==> src/hdl/i2cm_pkg.sv <==
// ---------------------------------------------------------------------------
// i2cm_pkg: shared types and constants of the i2c master
// item layouts, phase and command codes, fixed timing constants
// ---------------------------------------------------------------------------
`default_nettype none

package i2cm_pkg;

  localparam int DelayW   = 16;
  localparam int CountW   = 16;
  localparam int ByteW    = 8;
  localparam int BitCntW  = 4;
  localparam int CfgAddrW = 3;
  localparam int CfgDataW = 32;
  localparam int CfgIdxBit = 2;

  localparam logic [DelayW-1:0] HalfPeriodReset = 16'd5;
  localparam logic [7:0]        StartHoldTicks  = 8'd3;
  localparam logic [BitCntW-1:0] BitsPerByte    = 4'd8;
  localparam logic [ByteW-1:0]  ReadFill        = 8'hFF;

  // register index of half_period_ticks
  localparam logic REG_HALF_PERIOD = 1'b0;

  // command codes
  localparam logic [2:0] FUNC_BEGIN_WRITE  = 3'd0;
  localparam logic [2:0] FUNC_REQUEST_READ = 3'd1;
  localparam logic [2:0] FUNC_RESTART_READ = 3'd2;
  localparam logic [2:0] FUNC_WRITE_BYTE   = 3'd3;
  localparam logic [2:0] FUNC_READ_AUTO    = 3'd4;
  localparam logic [2:0] FUNC_READ_ACK     = 3'd5;
  localparam logic [2:0] FUNC_STOP         = 3'd6;

  typedef enum logic [2:0] {
    PH_IDLE  = 3'd0,
    PH_START = 3'd1,
    PH_HI1   = 3'd2,
    PH_WAIT  = 3'd3,
    PH_HI2   = 3'd4,
    PH_STOPA = 3'd5,
    PH_STOPB = 3'd6
  } phase_t;

  typedef enum logic [1:0] {
    CTX_RESTART = 2'd0,
    CTX_BIT     = 2'd1,
    CTX_ACK     = 2'd2
  } ctx_t;

  typedef enum logic [1:0] {
    KIND_WRITE  = 2'd0,
    KIND_ADDR_W = 2'd1,
    KIND_ADDR_R = 2'd2,
    KIND_READ   = 2'd3
  } kind_t;

  typedef struct packed {
    logic              cmd_valid;
    logic [2:0]        func;
    logic [6:0]        slave_address;
    logic [ByteW-1:0]  write_byte;
    logic [CountW-1:0] read_count;
    logic              ack_flag;
    logic              scl_sense;
    logic              sda_sense;
  } i2cm_in_t;

  typedef struct packed {
    logic             scl_low;
    logic             sda_low;
    logic             busy_res;
    logic             done_res;
    logic [ByteW-1:0] read_data;
    logic             nack;
  } i2cm_out_t;

endpackage

`default_nettype wire

==> src/hdl/i2cm_cfg_regs.sv <==
// ---------------------------------------------------------------------------
// i2cm_cfg_regs: configuration register bank
// apb-style write/read of the scl half period, a zero half period is used as one tick
// ---------------------------------------------------------------------------
`default_nettype none

module i2cm_cfg_regs
  import i2cm_pkg::*;
(
  input  wire logic                clk,
  input  wire logic                rst_n,
  input  wire logic                psel,
  input  wire logic                penable,
  input  wire logic                pwrite,
  input  wire logic [CfgAddrW-1:0] paddr,
  input  wire logic [CfgDataW-1:0] pwdata,
  output logic      [CfgDataW-1:0] prdata,
  output logic                     pready,
  output logic      [DelayW-1:0]   half_ticks
);

  logic [DelayW-1:0] half_period_r;
  logic [DelayW-1:0] half_period_nxt;
  logic              wr_en;

  assign pready = 1'b1;
  assign wr_en  = psel && penable && pwrite && (paddr[CfgIdxBit] == REG_HALF_PERIOD);

  always_comb begin
    half_period_nxt = half_period_r;
    if (wr_en) begin
      half_period_nxt = pwdata[DelayW-1:0];
    end
  end

  always_ff @(posedge clk) begin
    if (!rst_n) begin
      half_period_r <= HalfPeriodReset;
    end else begin
      half_period_r <= half_period_nxt;
    end
  end

  always_comb begin
    prdata = '0;
    if (paddr[CfgIdxBit] == REG_HALF_PERIOD) begin
      prdata = {{(CfgDataW-DelayW){1'b0}}, half_period_r};
    end
  end

  // a zero half period behaves as one tick
  assign half_ticks = (half_period_r == '0) ? {{(DelayW-1){1'b0}}, 1'b1} : half_period_r;

endmodule

`default_nettype wire

==> src/hdl/i2cm_core.sv <==
// ---------------------------------------------------------------------------
// i2cm_core: bus sequencer of the i2c master
// phase state machine, delay counter, bit shifter and status; one step per item
// ---------------------------------------------------------------------------
`default_nettype none

module i2cm_core
  import i2cm_pkg::*;
(
  input  wire logic              clk,
  input  wire logic              rst_n,
  input  wire logic              step_en,
  input  wire i2cm_in_t          in_item,
  input  wire logic [DelayW-1:0] half_ticks,
  output i2cm_out_t              res
);

  phase_t             phase_r, phase_nxt;
  logic [DelayW-1:0]  delay_count_r, delay_count_nxt;
  logic [BitCntW-1:0] bit_count_r, bit_count_nxt;
  logic [ByteW-1:0]   shift_byte_r, shift_byte_nxt;
  logic [CountW-1:0]  remaining_reads_r, remaining_reads_nxt;
  logic               address_status_r, address_status_nxt;
  logic               ack_pending_r, ack_pending_nxt;
  logic               scl_drive_r, scl_drive_nxt;
  logic               sda_drive_r, sda_drive_nxt;
  ctx_t               after_high_r, after_high_nxt;
  kind_t              xfer_kind_r, xfer_kind_nxt;
  logic [ByteW-1:0]   held_data_r, held_data_nxt;
  logic               held_nack_r, held_nack_nxt;

  logic               delay_run;
  logic [DelayW-1:0]  delay_dec;
  logic [ByteW-1:0]   shifted;
  logic [BitCntW-1:0] bit_inc;
  logic               done;

  assign delay_run = delay_count_r > {{(DelayW-1){1'b0}}, 1'b1};
  assign delay_dec = delay_count_r - {{(DelayW-1){1'b0}}, 1'b1};
  assign shifted   = {shift_byte_r[ByteW-2:0], in_item.sda_sense};
  assign bit_inc   = bit_count_r + {{(BitCntW-1){1'b0}}, 1'b1};

  // next state
  always_comb begin
    phase_nxt           = phase_r;
    delay_count_nxt     = delay_count_r;
    bit_count_nxt       = bit_count_r;
    shift_byte_nxt      = shift_byte_r;
    remaining_reads_nxt = remaining_reads_r;
    address_status_nxt  = address_status_r;
    ack_pending_nxt     = ack_pending_r;
    scl_drive_nxt       = scl_drive_r;
    sda_drive_nxt       = sda_drive_r;
    after_high_nxt      = after_high_r;
    xfer_kind_nxt       = xfer_kind_r;
    held_data_nxt       = held_data_r;
    held_nack_nxt       = held_nack_r;

    case (phase_r)
      PH_IDLE: begin
        if (in_item.cmd_valid) begin
          case (in_item.func)
            FUNC_BEGIN_WRITE: begin
              shift_byte_nxt  = {in_item.slave_address, 1'b0};
              xfer_kind_nxt   = KIND_ADDR_W;
              sda_drive_nxt   = 1'b1;
              phase_nxt       = PH_START;
              delay_count_nxt = {{(DelayW-8){1'b0}}, StartHoldTicks};
            end
            FUNC_REQUEST_READ: begin
              shift_byte_nxt      = {in_item.slave_address, 1'b1};
              xfer_kind_nxt       = KIND_ADDR_R;
              remaining_reads_nxt = in_item.read_count;
              sda_drive_nxt       = 1'b1;
              phase_nxt           = PH_START;
              delay_count_nxt     = {{(DelayW-8){1'b0}}, StartHoldTicks};
            end
            FUNC_RESTART_READ: begin
              shift_byte_nxt      = {in_item.slave_address, 1'b1};
              xfer_kind_nxt       = KIND_ADDR_R;
              remaining_reads_nxt = in_item.read_count;
              after_high_nxt      = CTX_RESTART;
              phase_nxt           = PH_HI1;
              delay_count_nxt     = half_ticks;
            end
            FUNC_WRITE_BYTE: begin
              shift_byte_nxt  = in_item.write_byte;
              xfer_kind_nxt   = KIND_WRITE;
              bit_count_nxt   = '0;
              sda_drive_nxt   = ~in_item.write_byte[ByteW-1];
              after_high_nxt  = CTX_BIT;
              phase_nxt       = PH_HI1;
              delay_count_nxt = half_ticks;
            end
            FUNC_READ_AUTO, FUNC_READ_ACK: begin
              if (in_item.func == FUNC_READ_AUTO) begin
                ack_pending_nxt     = remaining_reads_r > {{(CountW-1){1'b0}}, 1'b1};
                remaining_reads_nxt = remaining_reads_r - {{(CountW-1){1'b0}}, 1'b1};
              end else begin
                ack_pending_nxt = in_item.ack_flag;
              end
              shift_byte_nxt  = ReadFill;
              xfer_kind_nxt   = KIND_READ;
              bit_count_nxt   = '0;
              sda_drive_nxt   = ~ReadFill[ByteW-1];
              after_high_nxt  = CTX_BIT;
              phase_nxt       = PH_HI1;
              delay_count_nxt = half_ticks;
            end
            FUNC_STOP: begin
              sda_drive_nxt   = 1'b1;
              phase_nxt       = PH_STOPA;
              delay_count_nxt = half_ticks;
            end
            default: begin
            end
          endcase
        end
      end
      PH_START: begin
        if (delay_run) begin
          delay_count_nxt = delay_dec;
        end else begin
          scl_drive_nxt   = 1'b1;
          bit_count_nxt   = '0;
          sda_drive_nxt   = ~shift_byte_r[ByteW-1];
          after_high_nxt  = CTX_BIT;
          phase_nxt       = PH_HI1;
          delay_count_nxt = half_ticks;
        end
      end
      PH_HI1: begin
        if (delay_run) begin
          delay_count_nxt = delay_dec;
        end else begin
          scl_drive_nxt = 1'b0;
          phase_nxt     = PH_WAIT;
        end
      end
      PH_WAIT: begin
        // slave may stretch the clock
        if (in_item.scl_sense) begin
          phase_nxt       = PH_HI2;
          delay_count_nxt = half_ticks;
        end
      end
      PH_HI2: begin
        if (delay_run) begin
          delay_count_nxt = delay_dec;
        end else begin
          case (after_high_r)
            CTX_RESTART: begin
              sda_drive_nxt   = 1'b1;
              phase_nxt       = PH_START;
              delay_count_nxt = {{(DelayW-8){1'b0}}, StartHoldTicks};
            end
            CTX_BIT: begin
              scl_drive_nxt  = 1'b1;
              shift_byte_nxt = shifted;
              bit_count_nxt  = bit_inc;
              after_high_nxt = (bit_inc < BitsPerByte) ? CTX_BIT : CTX_ACK;
              phase_nxt       = PH_HI1;
              delay_count_nxt = half_ticks;
              if (bit_inc < BitsPerByte) begin
                sda_drive_nxt = ~shifted[ByteW-1];
              end else begin
                held_data_nxt = shifted;
                sda_drive_nxt = (xfer_kind_r == KIND_READ) && ack_pending_r;
              end
            end
            default: begin
              scl_drive_nxt = 1'b1;
              if (xfer_kind_r != KIND_READ) begin
                held_nack_nxt = in_item.sda_sense;
              end
              if (xfer_kind_r == KIND_ADDR_W) begin
                address_status_nxt = in_item.sda_sense;
              end
              phase_nxt = PH_IDLE;
            end
          endcase
        end
      end
      PH_STOPA: begin
        if (delay_run) begin
          delay_count_nxt = delay_dec;
        end else begin
          scl_drive_nxt   = 1'b0;
          phase_nxt       = PH_STOPB;
          delay_count_nxt = half_ticks;
        end
      end
      PH_STOPB: begin
        if (delay_run) begin
          delay_count_nxt = delay_dec;
        end else begin
          sda_drive_nxt = 1'b0;
          held_nack_nxt = address_status_r;
          phase_nxt     = PH_IDLE;
        end
      end
      default: begin
        phase_nxt = PH_IDLE;
      end
    endcase
  end

  // outputs
  always_comb begin
    done = 1'b0;
    case (phase_r)
      PH_HI2:   done = !delay_run && (after_high_r == CTX_ACK);
      PH_STOPB: done = !delay_run;
      default:  done = 1'b0;
    endcase
    res.scl_low   = scl_drive_nxt;
    res.sda_low   = sda_drive_nxt;
    res.busy_res  = (phase_nxt != PH_IDLE);
    res.done_res  = done;
    res.read_data = held_data_nxt;
    res.nack      = held_nack_nxt;
  end

  always_ff @(posedge clk) begin
    if (!rst_n) begin
      phase_r           <= PH_IDLE;
      delay_count_r     <= '0;
      bit_count_r       <= '0;
      shift_byte_r      <= '0;
      remaining_reads_r <= '0;
      address_status_r  <= 1'b0;
      ack_pending_r     <= 1'b0;
      scl_drive_r       <= 1'b0;
      sda_drive_r       <= 1'b0;
      after_high_r      <= CTX_RESTART;
      xfer_kind_r       <= KIND_WRITE;
      held_data_r       <= '0;
      held_nack_r       <= 1'b0;
    end else if (step_en) begin
      phase_r           <= phase_nxt;
      delay_count_r     <= delay_count_nxt;
      bit_count_r       <= bit_count_nxt;
      shift_byte_r      <= shift_byte_nxt;
      remaining_reads_r <= remaining_reads_nxt;
      address_status_r  <= address_status_nxt;
      ack_pending_r     <= ack_pending_nxt;
      scl_drive_r       <= scl_drive_nxt;
      sda_drive_r       <= sda_drive_nxt;
      after_high_r      <= after_high_nxt;
      xfer_kind_r       <= xfer_kind_nxt;
      held_data_r       <= held_data_nxt;
      held_nack_r       <= held_nack_nxt;
    end
  end

  // timed phases always hold a loaded, nonzero delay
  a_delay_loaded: assert property (@(posedge clk) disable iff (!rst_n)
    (phase_r == PH_START || phase_r == PH_HI1 || phase_r == PH_HI2 ||
     phase_r == PH_STOPA || phase_r == PH_STOPB) |-> (delay_count_r != '0))
    else $error("timed phase with zero delay count");

  a_bit_count_range: assert property (@(posedge clk) disable iff (!rst_n)
    bit_count_r <= BitsPerByte)
    else $error("bit counter past one byte");

  // scl must be released while waiting out clock stretching
  a_wait_released: assert property (@(posedge clk) disable iff (!rst_n)
    (phase_r == PH_WAIT) |-> !scl_drive_r)
    else $error("scl held low while waiting for slave");

  a_start_sda_low: assert property (@(posedge clk) disable iff (!rst_n)
    (phase_r == PH_START) |-> sda_drive_r)
    else $error("start condition without sda pulled low");

endmodule

`default_nettype wire

==> src/hdl/i2c_master_bit_level_controller.sv <==
// ---------------------------------------------------------------------------
// i2c_master_bit_level_controller: tick-level open-drain i2c master
// one input item per clock tick while in_stall is low, one result item per input item
// ---------------------------------------------------------------------------
//
//  channel | ports                               | moves
//  --------+-------------------------------------+-----------------------------------
//  in      | in_valid, in_stall, in_data         | one tick: command + sensed lines
//  out     | out_valid, out_stall, out_data      | line drives, busy, done, data, nack
//  cfg     | psel, penable, pwrite, paddr, ...   | half_period_ticks at byte addr 0
//
//  the sequencer steps once per accepted item and the result lands in the output
//    register at the same edge
//  a new item is accepted every cycle while the output register is empty or drained
//  out_stall holds the result; input stalls only while a result waits under stall
//  rst_n is synchronous: sequencer idle, lines released, half period back to 5
//
`default_nettype none

module i2c_master_bit_level_controller
  import i2cm_pkg::*;
(
  input  wire logic                clk,
  input  wire logic                rst_n,
  // input items
  input  wire logic                in_valid,
  output logic                     in_stall,
  input  wire i2cm_in_t            in_data,
  // result items
  output logic                     out_valid,
  input  wire logic                out_stall,
  output i2cm_out_t                out_data,
  // configuration
  input  wire logic                psel,
  input  wire logic                penable,
  input  wire logic                pwrite,
  input  wire logic [CfgAddrW-1:0] paddr,
  input  wire logic [CfgDataW-1:0] pwdata,
  output logic      [CfgDataW-1:0] prdata,
  output logic                     pready
);

  logic              step_en;
  logic [DelayW-1:0] half_ticks;
  i2cm_out_t         res;
  logic              out_valid_r, out_valid_nxt;
  i2cm_out_t         out_data_r;

  // output register parts the two sides; accept whenever it can take a new result
  assign in_stall = out_valid_r && out_stall;
  assign step_en  = in_valid && !in_stall;

  i2cm_cfg_regs u_cfg (
    .clk        (clk),
    .rst_n      (rst_n),
    .psel       (psel),
    .penable    (penable),
    .pwrite     (pwrite),
    .paddr      (paddr),
    .pwdata     (pwdata),
    .prdata     (prdata),
    .pready     (pready),
    .half_ticks (half_ticks)
  );

  // sequencer: state registers and one step of next-state logic
  i2cm_core u_core (
    .clk        (clk),
    .rst_n      (rst_n),
    .step_en    (step_en),
    .in_item    (in_data),
    .half_ticks (half_ticks),
    .res        (res)
  );

  // result register valid: set by a step, cleared when taken with nothing new
  always_comb begin
    out_valid_nxt = out_valid_r;
    if (step_en) begin
      out_valid_nxt = 1'b1;
    end else if (!out_stall) begin
      out_valid_nxt = 1'b0;
    end
  end

  always_ff @(posedge clk) begin
    if (!rst_n) begin
      out_valid_r <= 1'b0;
    end else begin
      out_valid_r <= out_valid_nxt;
    end
  end

  // payload of the result register, loaded only with a step
  always_ff @(posedge clk) begin
    if (step_en) begin
      out_data_r <= res;
    end
  end

  assign out_valid = out_valid_r;
  assign out_data  = out_data_r;

endmodule

`default_nettype wire
==> config.mk <==
export PLATFORM = sky130hd
export DESIGN_NAME = i2c_master_bit_level_controller
export DESIGN_NICKNAME = d
export VERILOG_FILES = /design/src/hdl/i2cm_pkg.sv /design/src/hdl/i2cm_cfg_regs.sv /design/src/hdl/i2cm_core.sv /design/src/hdl/i2c_master_bit_level_controller.sv
export SDC_FILE = /design/constraint.sdc
export NUM_CORES = 1
export LEC_CHECK = 0
export BUFFER_PORTS_ARGS = -buffer_cell sky130_fd_sc_hd__buf_2
export CAP_MARGIN = 10
export CORE_MARGIN = 1.5
export CORE_UTILIZATION = 30
export CTS_BUF_LIST = sky130_fd_sc_hd__clkbuf_16
export DETAILED_ROUTE_END_ITERATION = 6
export GPL_TIMING_DRIVEN = 1
export PLACE_DENSITY = 0.52
export SYNTH_ARGS = -nofsm -noshare
export SYNTH_HDL_FRONTEND = slang
export SYNTH_SLANG_ARGS = --single-unit
==> constraint.sdc <==
create_clock -name clk -period 5.64 [get_ports clk]
set_input_delay 0.564 -clock clk [delete_from_list [all_inputs] [get_ports clk]]
set_output_delay 0.564 -clock clk [all_outputs]
set_load 0.005 [all_outputs]
* Word level (Yosys, flattened, before mapping)
Cells that the tools add are included.
** Operators by class
- Add/sub/neg operators :: 3
- $lt $le $gt $ge :: 3
- Equal/unequal tests :: 30
- Multiplexer cells :: 67
- Bitwise logic cells :: 6
- Reductions and logical operators :: 38
** Operators by type and width (number)
- 16-bit two-way mux :: 8
- 16-bit case mux with 2 select lines :: 3
- 16-bit case mux with 5 select lines :: 1
- 8-bit two-way mux :: 7
- 16-bit by 1-bit > comparator with 1-bit output, second input constant :: 2
- 8-bit case mux with 4 select lines :: 1
- 16-bit by 1-bit subtractor with 16-bit output, second input constant :: 2
- 3-bit two-way mux :: 7
- 3-bit case mux with 7 select lines :: 1
- 7-bit AND reduction :: 3
- 4-bit two-way mux :: 5
- 3-bit equality test, second input constant :: 6
- 16-bit logical NOT :: 1
- 1-bit two-way mux :: 16
- 8-bit case mux with 2 select lines :: 1
- 2-bit != test, second input constant :: 7
- 2-bit OR reduction :: 7
- 3-bit by 2-bit equality test with 1-bit output, second input constant :: 4
- 4-bit case mux with 3 select lines :: 1
- 2-bit two-way mux :: 5
- 5-bit AND reduction :: 2
- 3-bit case mux with 3 select lines :: 1
- 2-bit case mux with 2 select lines :: 2
- 2-bit case mux with 4 select lines :: 1
- other kinds (27) :: 53
** Word-level totals
- Bits in registers :: 94
- Input bits :: 80
- Output and inout port bits :: 48
- Word-level logic and storage cells :: 168

* Depth between registers and ports, before layout
- Depth after elaboration :: 6
- Mapped depth :: 10
- Gate-level depth less buffers :: 8

* Modules after synthesis
From an unflattened synthesis, not the netlist that was laid out.
** Unflattened totals
- Cells, all modules :: 729
- Area total of the unflattened synthesis :: 5771.8 µm²
** By module, submodules not included
- i2cm_core :: times used 1, cells an instance 586, area each 4341.7 µm², seq. area each 1281.2 µm²
- i2cm_cfg_regs :: times used 1, cells an instance 126, area each 997.2 µm², seq. area each 320.3 µm²
- i2c_master_bit_level_controller :: times used 1, cells an instance 17, area each 432.9 µm², seq. area each 410.4 µm²

* Worst setup path after synthesis
OpenSTA, ideal clock, no wires.
- Path kind :: reg2reg
- Start point :: register u_core.delay_count_r[6]
- End point :: register out_data_r, in the netlist out_data[0], data pin
- Library setup time :: 0.262 ns
- Data arrival time :: 2.189 ns
- Data required time :: 5.378 ns
- Path slack :: 3.189 ns
- Cell stages (with the launch flop) :: 7
- Path buffers :: 0
- Cell sequence :: dfxtp_1 > or4_4 > or4b_1 > nor2_4 > nand3_1 > mux2i_1 > or2_2
** RTL lines
- from (decl) :: RTL line i2cm_core.sv:19 : logic [DelayW-1:0] delay_count_r, delay_count_nxt;
- from (signal assigned) :: RTL line i2cm_core.sv:241 : delay_count_r <= delay_count_nxt;
- to (signal assigned) :: RTL line i2c_master_bit_level_controller.sv:97 : out_data_r <= res;
- to (decl) :: RTL line i2c_master_bit_level_controller.sv:47 : i2cm_out_t out_data_r;

* Final worst setup path
- Start point :: register u_core.delay_count_r[11]
- End point :: register u_core.delay_count_r[0]
** On the way
- Cells in the longest elaborated chain, start to end :: 3
** RTL lines
- 16-bit by 1-bit > comparator with 1-bit output * :: RTL line i2cm_core.sv:38 : assign delay_run = delay_count_r > {{(DelayW-1){1'b0}}, 1'b1};
- 4-bit by 3-bit != test with 1-bit output (no line) (tied with other cells)
- 7-bit AND reduction (no line) / 16-bit case mux with 5 select lines (equally long branches)
Mark *: on every way between the ends. The rest lies on a longest branch, timed or not.
A chain may end at the register's enable or synchronous reset.

==> results.json <==
{
  "place_congestion": 0.820,
  "timing.final.crit_share": 0.619,
  "fin_tns_setup_ps": 0,
  "synthDistinctLibCells": 71,
  "seq_area_sq_um": 2010,
  "whs_ps": 413,
  "netlist_area_sq_um": 5690,
  "initial_core_util": 0.305,
  "ctsHoldBuffers": 0,
  "instances_no_fill": 1022,
  "period_needed_ps": 3490,
  "rows": 50,
  "rsz0062_at_grt": "false",
  "cts.clk_slew.worst_paths_ps": 80,
  "muxShareOfSynthArea": 0.0337,
  "synth-simple-area-share": 0.240,
  "synth.most_common_cell": "nand2_1",
  "power_density_nw_per_um2": 332,
  "wl_um": 16700,
  "gr-total-overflow": 0,
  "endpoint_kind": "register",
  "worstSetupStartpointType": "register",
  "fin_nets": 871,
  "r2r_cells": 6,
  "synth_compound_area_frac": 0.271,
  "clk_latency_ps": 360,
  "cts_resized": 0,
  "vias": 5515,
  "async_reset_ff_frac": 0,
  "ys_ff_latch": 94,
  "setup_ws_ps": 2150,
  "synth-edff-count": 13,
  "first_pass_iters": 7,
  "multi_input_area_sq_um": 3350,
  "fp.dieH_um": 141,
  "drive_gt1_frac": 0.181,
  "synth-adder-area-share": 0.0220,
  "grt_antenna_before_repair": 1,
  "cts_sinks": 94,
  "cts_inserted_buffers": 9,
  "ios": 128,
  "netlist_instances": 719,
  "cts_tree": "built",
  "h-tree-depth": 3,
  "critPathRequiredTime_ps": 5890,
  "dp_slack_ps": 2080,
  "status": "complete, no violations",
  "wl_per_cell_um": 16.3,
  "synth_warnings": 0,
  "synth_top_family_by_area": "compound AO/OA/AOI/OAI gates",
  "synthTopCellsByArea": "dfxtp_1 29%, edfxtp_1 6.9%, nand2_1 5.4%, o21ai_0 5.4%, a21oi_1 4.8%",
  "grt_usage": 0.168,
  "dieArea_sq_um": 19800,
  "crit_fanout": 15,
  "fp.dieW_um": 141,
  "cts_setup_buffers": 0,
  "drt_iter0_drc": 386,
  "maxSlewViolCount": 0,
  "leakage_nw": 2.53,
  "viasPerCell": 5.40,
  "hold_viol_final": 0,
  "synth_top_area_frac": 0.285,
  "drc": 0,
  "core_area_sq_um": 18600,
  "synthXorXnorAreaFrac": 0.0108,
  "synth.largest_area_cell": "dfxtp_1",
  "worstPathArrival_ps": 3740,
  "grt_start_max_net_pins": 59,
  "dp_hpwl_um": 11400,
  "grt_pass1_wl_um": 26800,
  "syn_to_final_growth_pct": 15.1,
  "avgSynthCellArea_sq_um": 7.91,
  "synth_flop_cell": "dfxtp_1",
  "path_class": "register to register",
  "synth_common_cells": "82 x nand2_1, 81 x dfxtp_1, 61 x o21ai_0",
  "first_global_vias": 4935,
  "io_buffers": 92,
  "drv_cap": 0,
  "cts-root-buf": "clkbuf_16",
  "ant_nets": 0,
  "setup_viol": 0,
  "relSlewSlack": 0.210,
  "tightest_slew_ps": 1160,
  "max_freq_mhz": 287,
  "hp-class": "input pin to register",
  "worst_clock_skew_ps": 11.3,
  "finalPower_mw": 2.18,
  "fill_cells": 2015,
  "dp.cells": 1003,
  "ir_worst_vdd_mv": 0.187,
  "hold_depth": 3,
  "seq_area_frac_synth": 0.354,
  "clock_path_buffers": 2
}
[final cells by class]
| type | count | area share |
|---|---|---|
| clock buffer | 9 | 0.0344 |
| multi-input combinational | 560 | 0.511 |
| sequential | 94 | 0.307 |
| tap | 234 | 0.0447 |
| antenna | 2 | 0.000764 |
| timing repair buffer | 100 | 0.0795 |
| clock inverter | 7 | 0.0132 |
| inverter | 16 | 0.00917 |
[state kept, by name, summed over array words and instances (netlist names), 3 cells and up]
name	cells
u_core.bit_count_r	4
u_core.delay_count_r	16
u_core.held_data_r	8
u_core.phase_r	3
out_data	13
u_cfg.half_period_r	16
u_core.shift_byte_r	8
u_core.remaining_reads_r	16
[power breakdown]
part | internal [mW] | total (mW) | switching (mW)
Clock | 0.319 | 0.638 | 0.319
Combinational | 0.263 | 0.753 | 0.491
Sequential | 0.734 | 0.785 | 0.0515
[cells in the final DEF, fill, tap and decap left out, types with 10 or more instances in the layout]
master / n
buf_2: 92
dfxtp_1: 81
nor4_1: 16
ha_1: 10
nand2_1: 82
a21oi_1: 55
conb_1: 17
nand3_1: 28
a22oi_1: 10
edfxtp_1: 13
o22ai_1: 17
inv_1: 16
o21ai_0: 61
nor3_1: 21
nor2b_1: 24
o2111ai_1: 10
nor2_1: 59
[metal layers]
layer | global-route usage | wire length (um) | vias up
li1 | - | - | 2763
met1 | 0.246 | 8300 | 2586
met2 | 0.247 | 7300 | 149
met3 | 0.0285 | 873 | 17
met4 | 0.0565 | 201 | 0
met5 | 0 | 0 | -
[final timing paths]
kind | from | slack, ps | endpoint
worst max-delay path | u_core.delay_count_r[11] | 2150 | u_core.delay_count_r[0]
worst min-delay path | pwdata[2] | 410 | u_cfg.half_period_r[2]
worst max register to register | u_core.delay_count_r[11] | 2150 | u_core.delay_count_r[0]
worst min register to register | u_core.held_data_r[5] | 470 | u_core.held_data_r[5]
[per-stage QoR]
step | area (sq um) | utilization
2_1_floorplan | 5740 | -
3_3_place_gp | 6220 | 0.334
3_5_place_dp | 6220 | 0.334
4_1_cts | 6540 | 0.351
5_1_grt | 6540 | 0.351
6_report | 6550 | 0.351
[cells by family (layout without fill, tap and decap cells)]
family                     count (synthesis)  in the layout
buffers and inverters                     80            132
adders and majority gates                 10             10
xor gates and xnor gates                   7              7
other                                      2             19
DFF                                       94             94
AOI/OAI and AO/OA                        235            235
muxes                                     18             18
and+or+nand+nor                          273            273
[worst max-delay path: stages (launching register included)]
cell	delay, ps
dfxtp_1	370
nor4_1	710
nor4b_4	580
nand2_4	230
o21ai_1	850
a2111oi_0	210
a2111oi_1	420
Note: power is estimated with default switching activity, not from simulation.
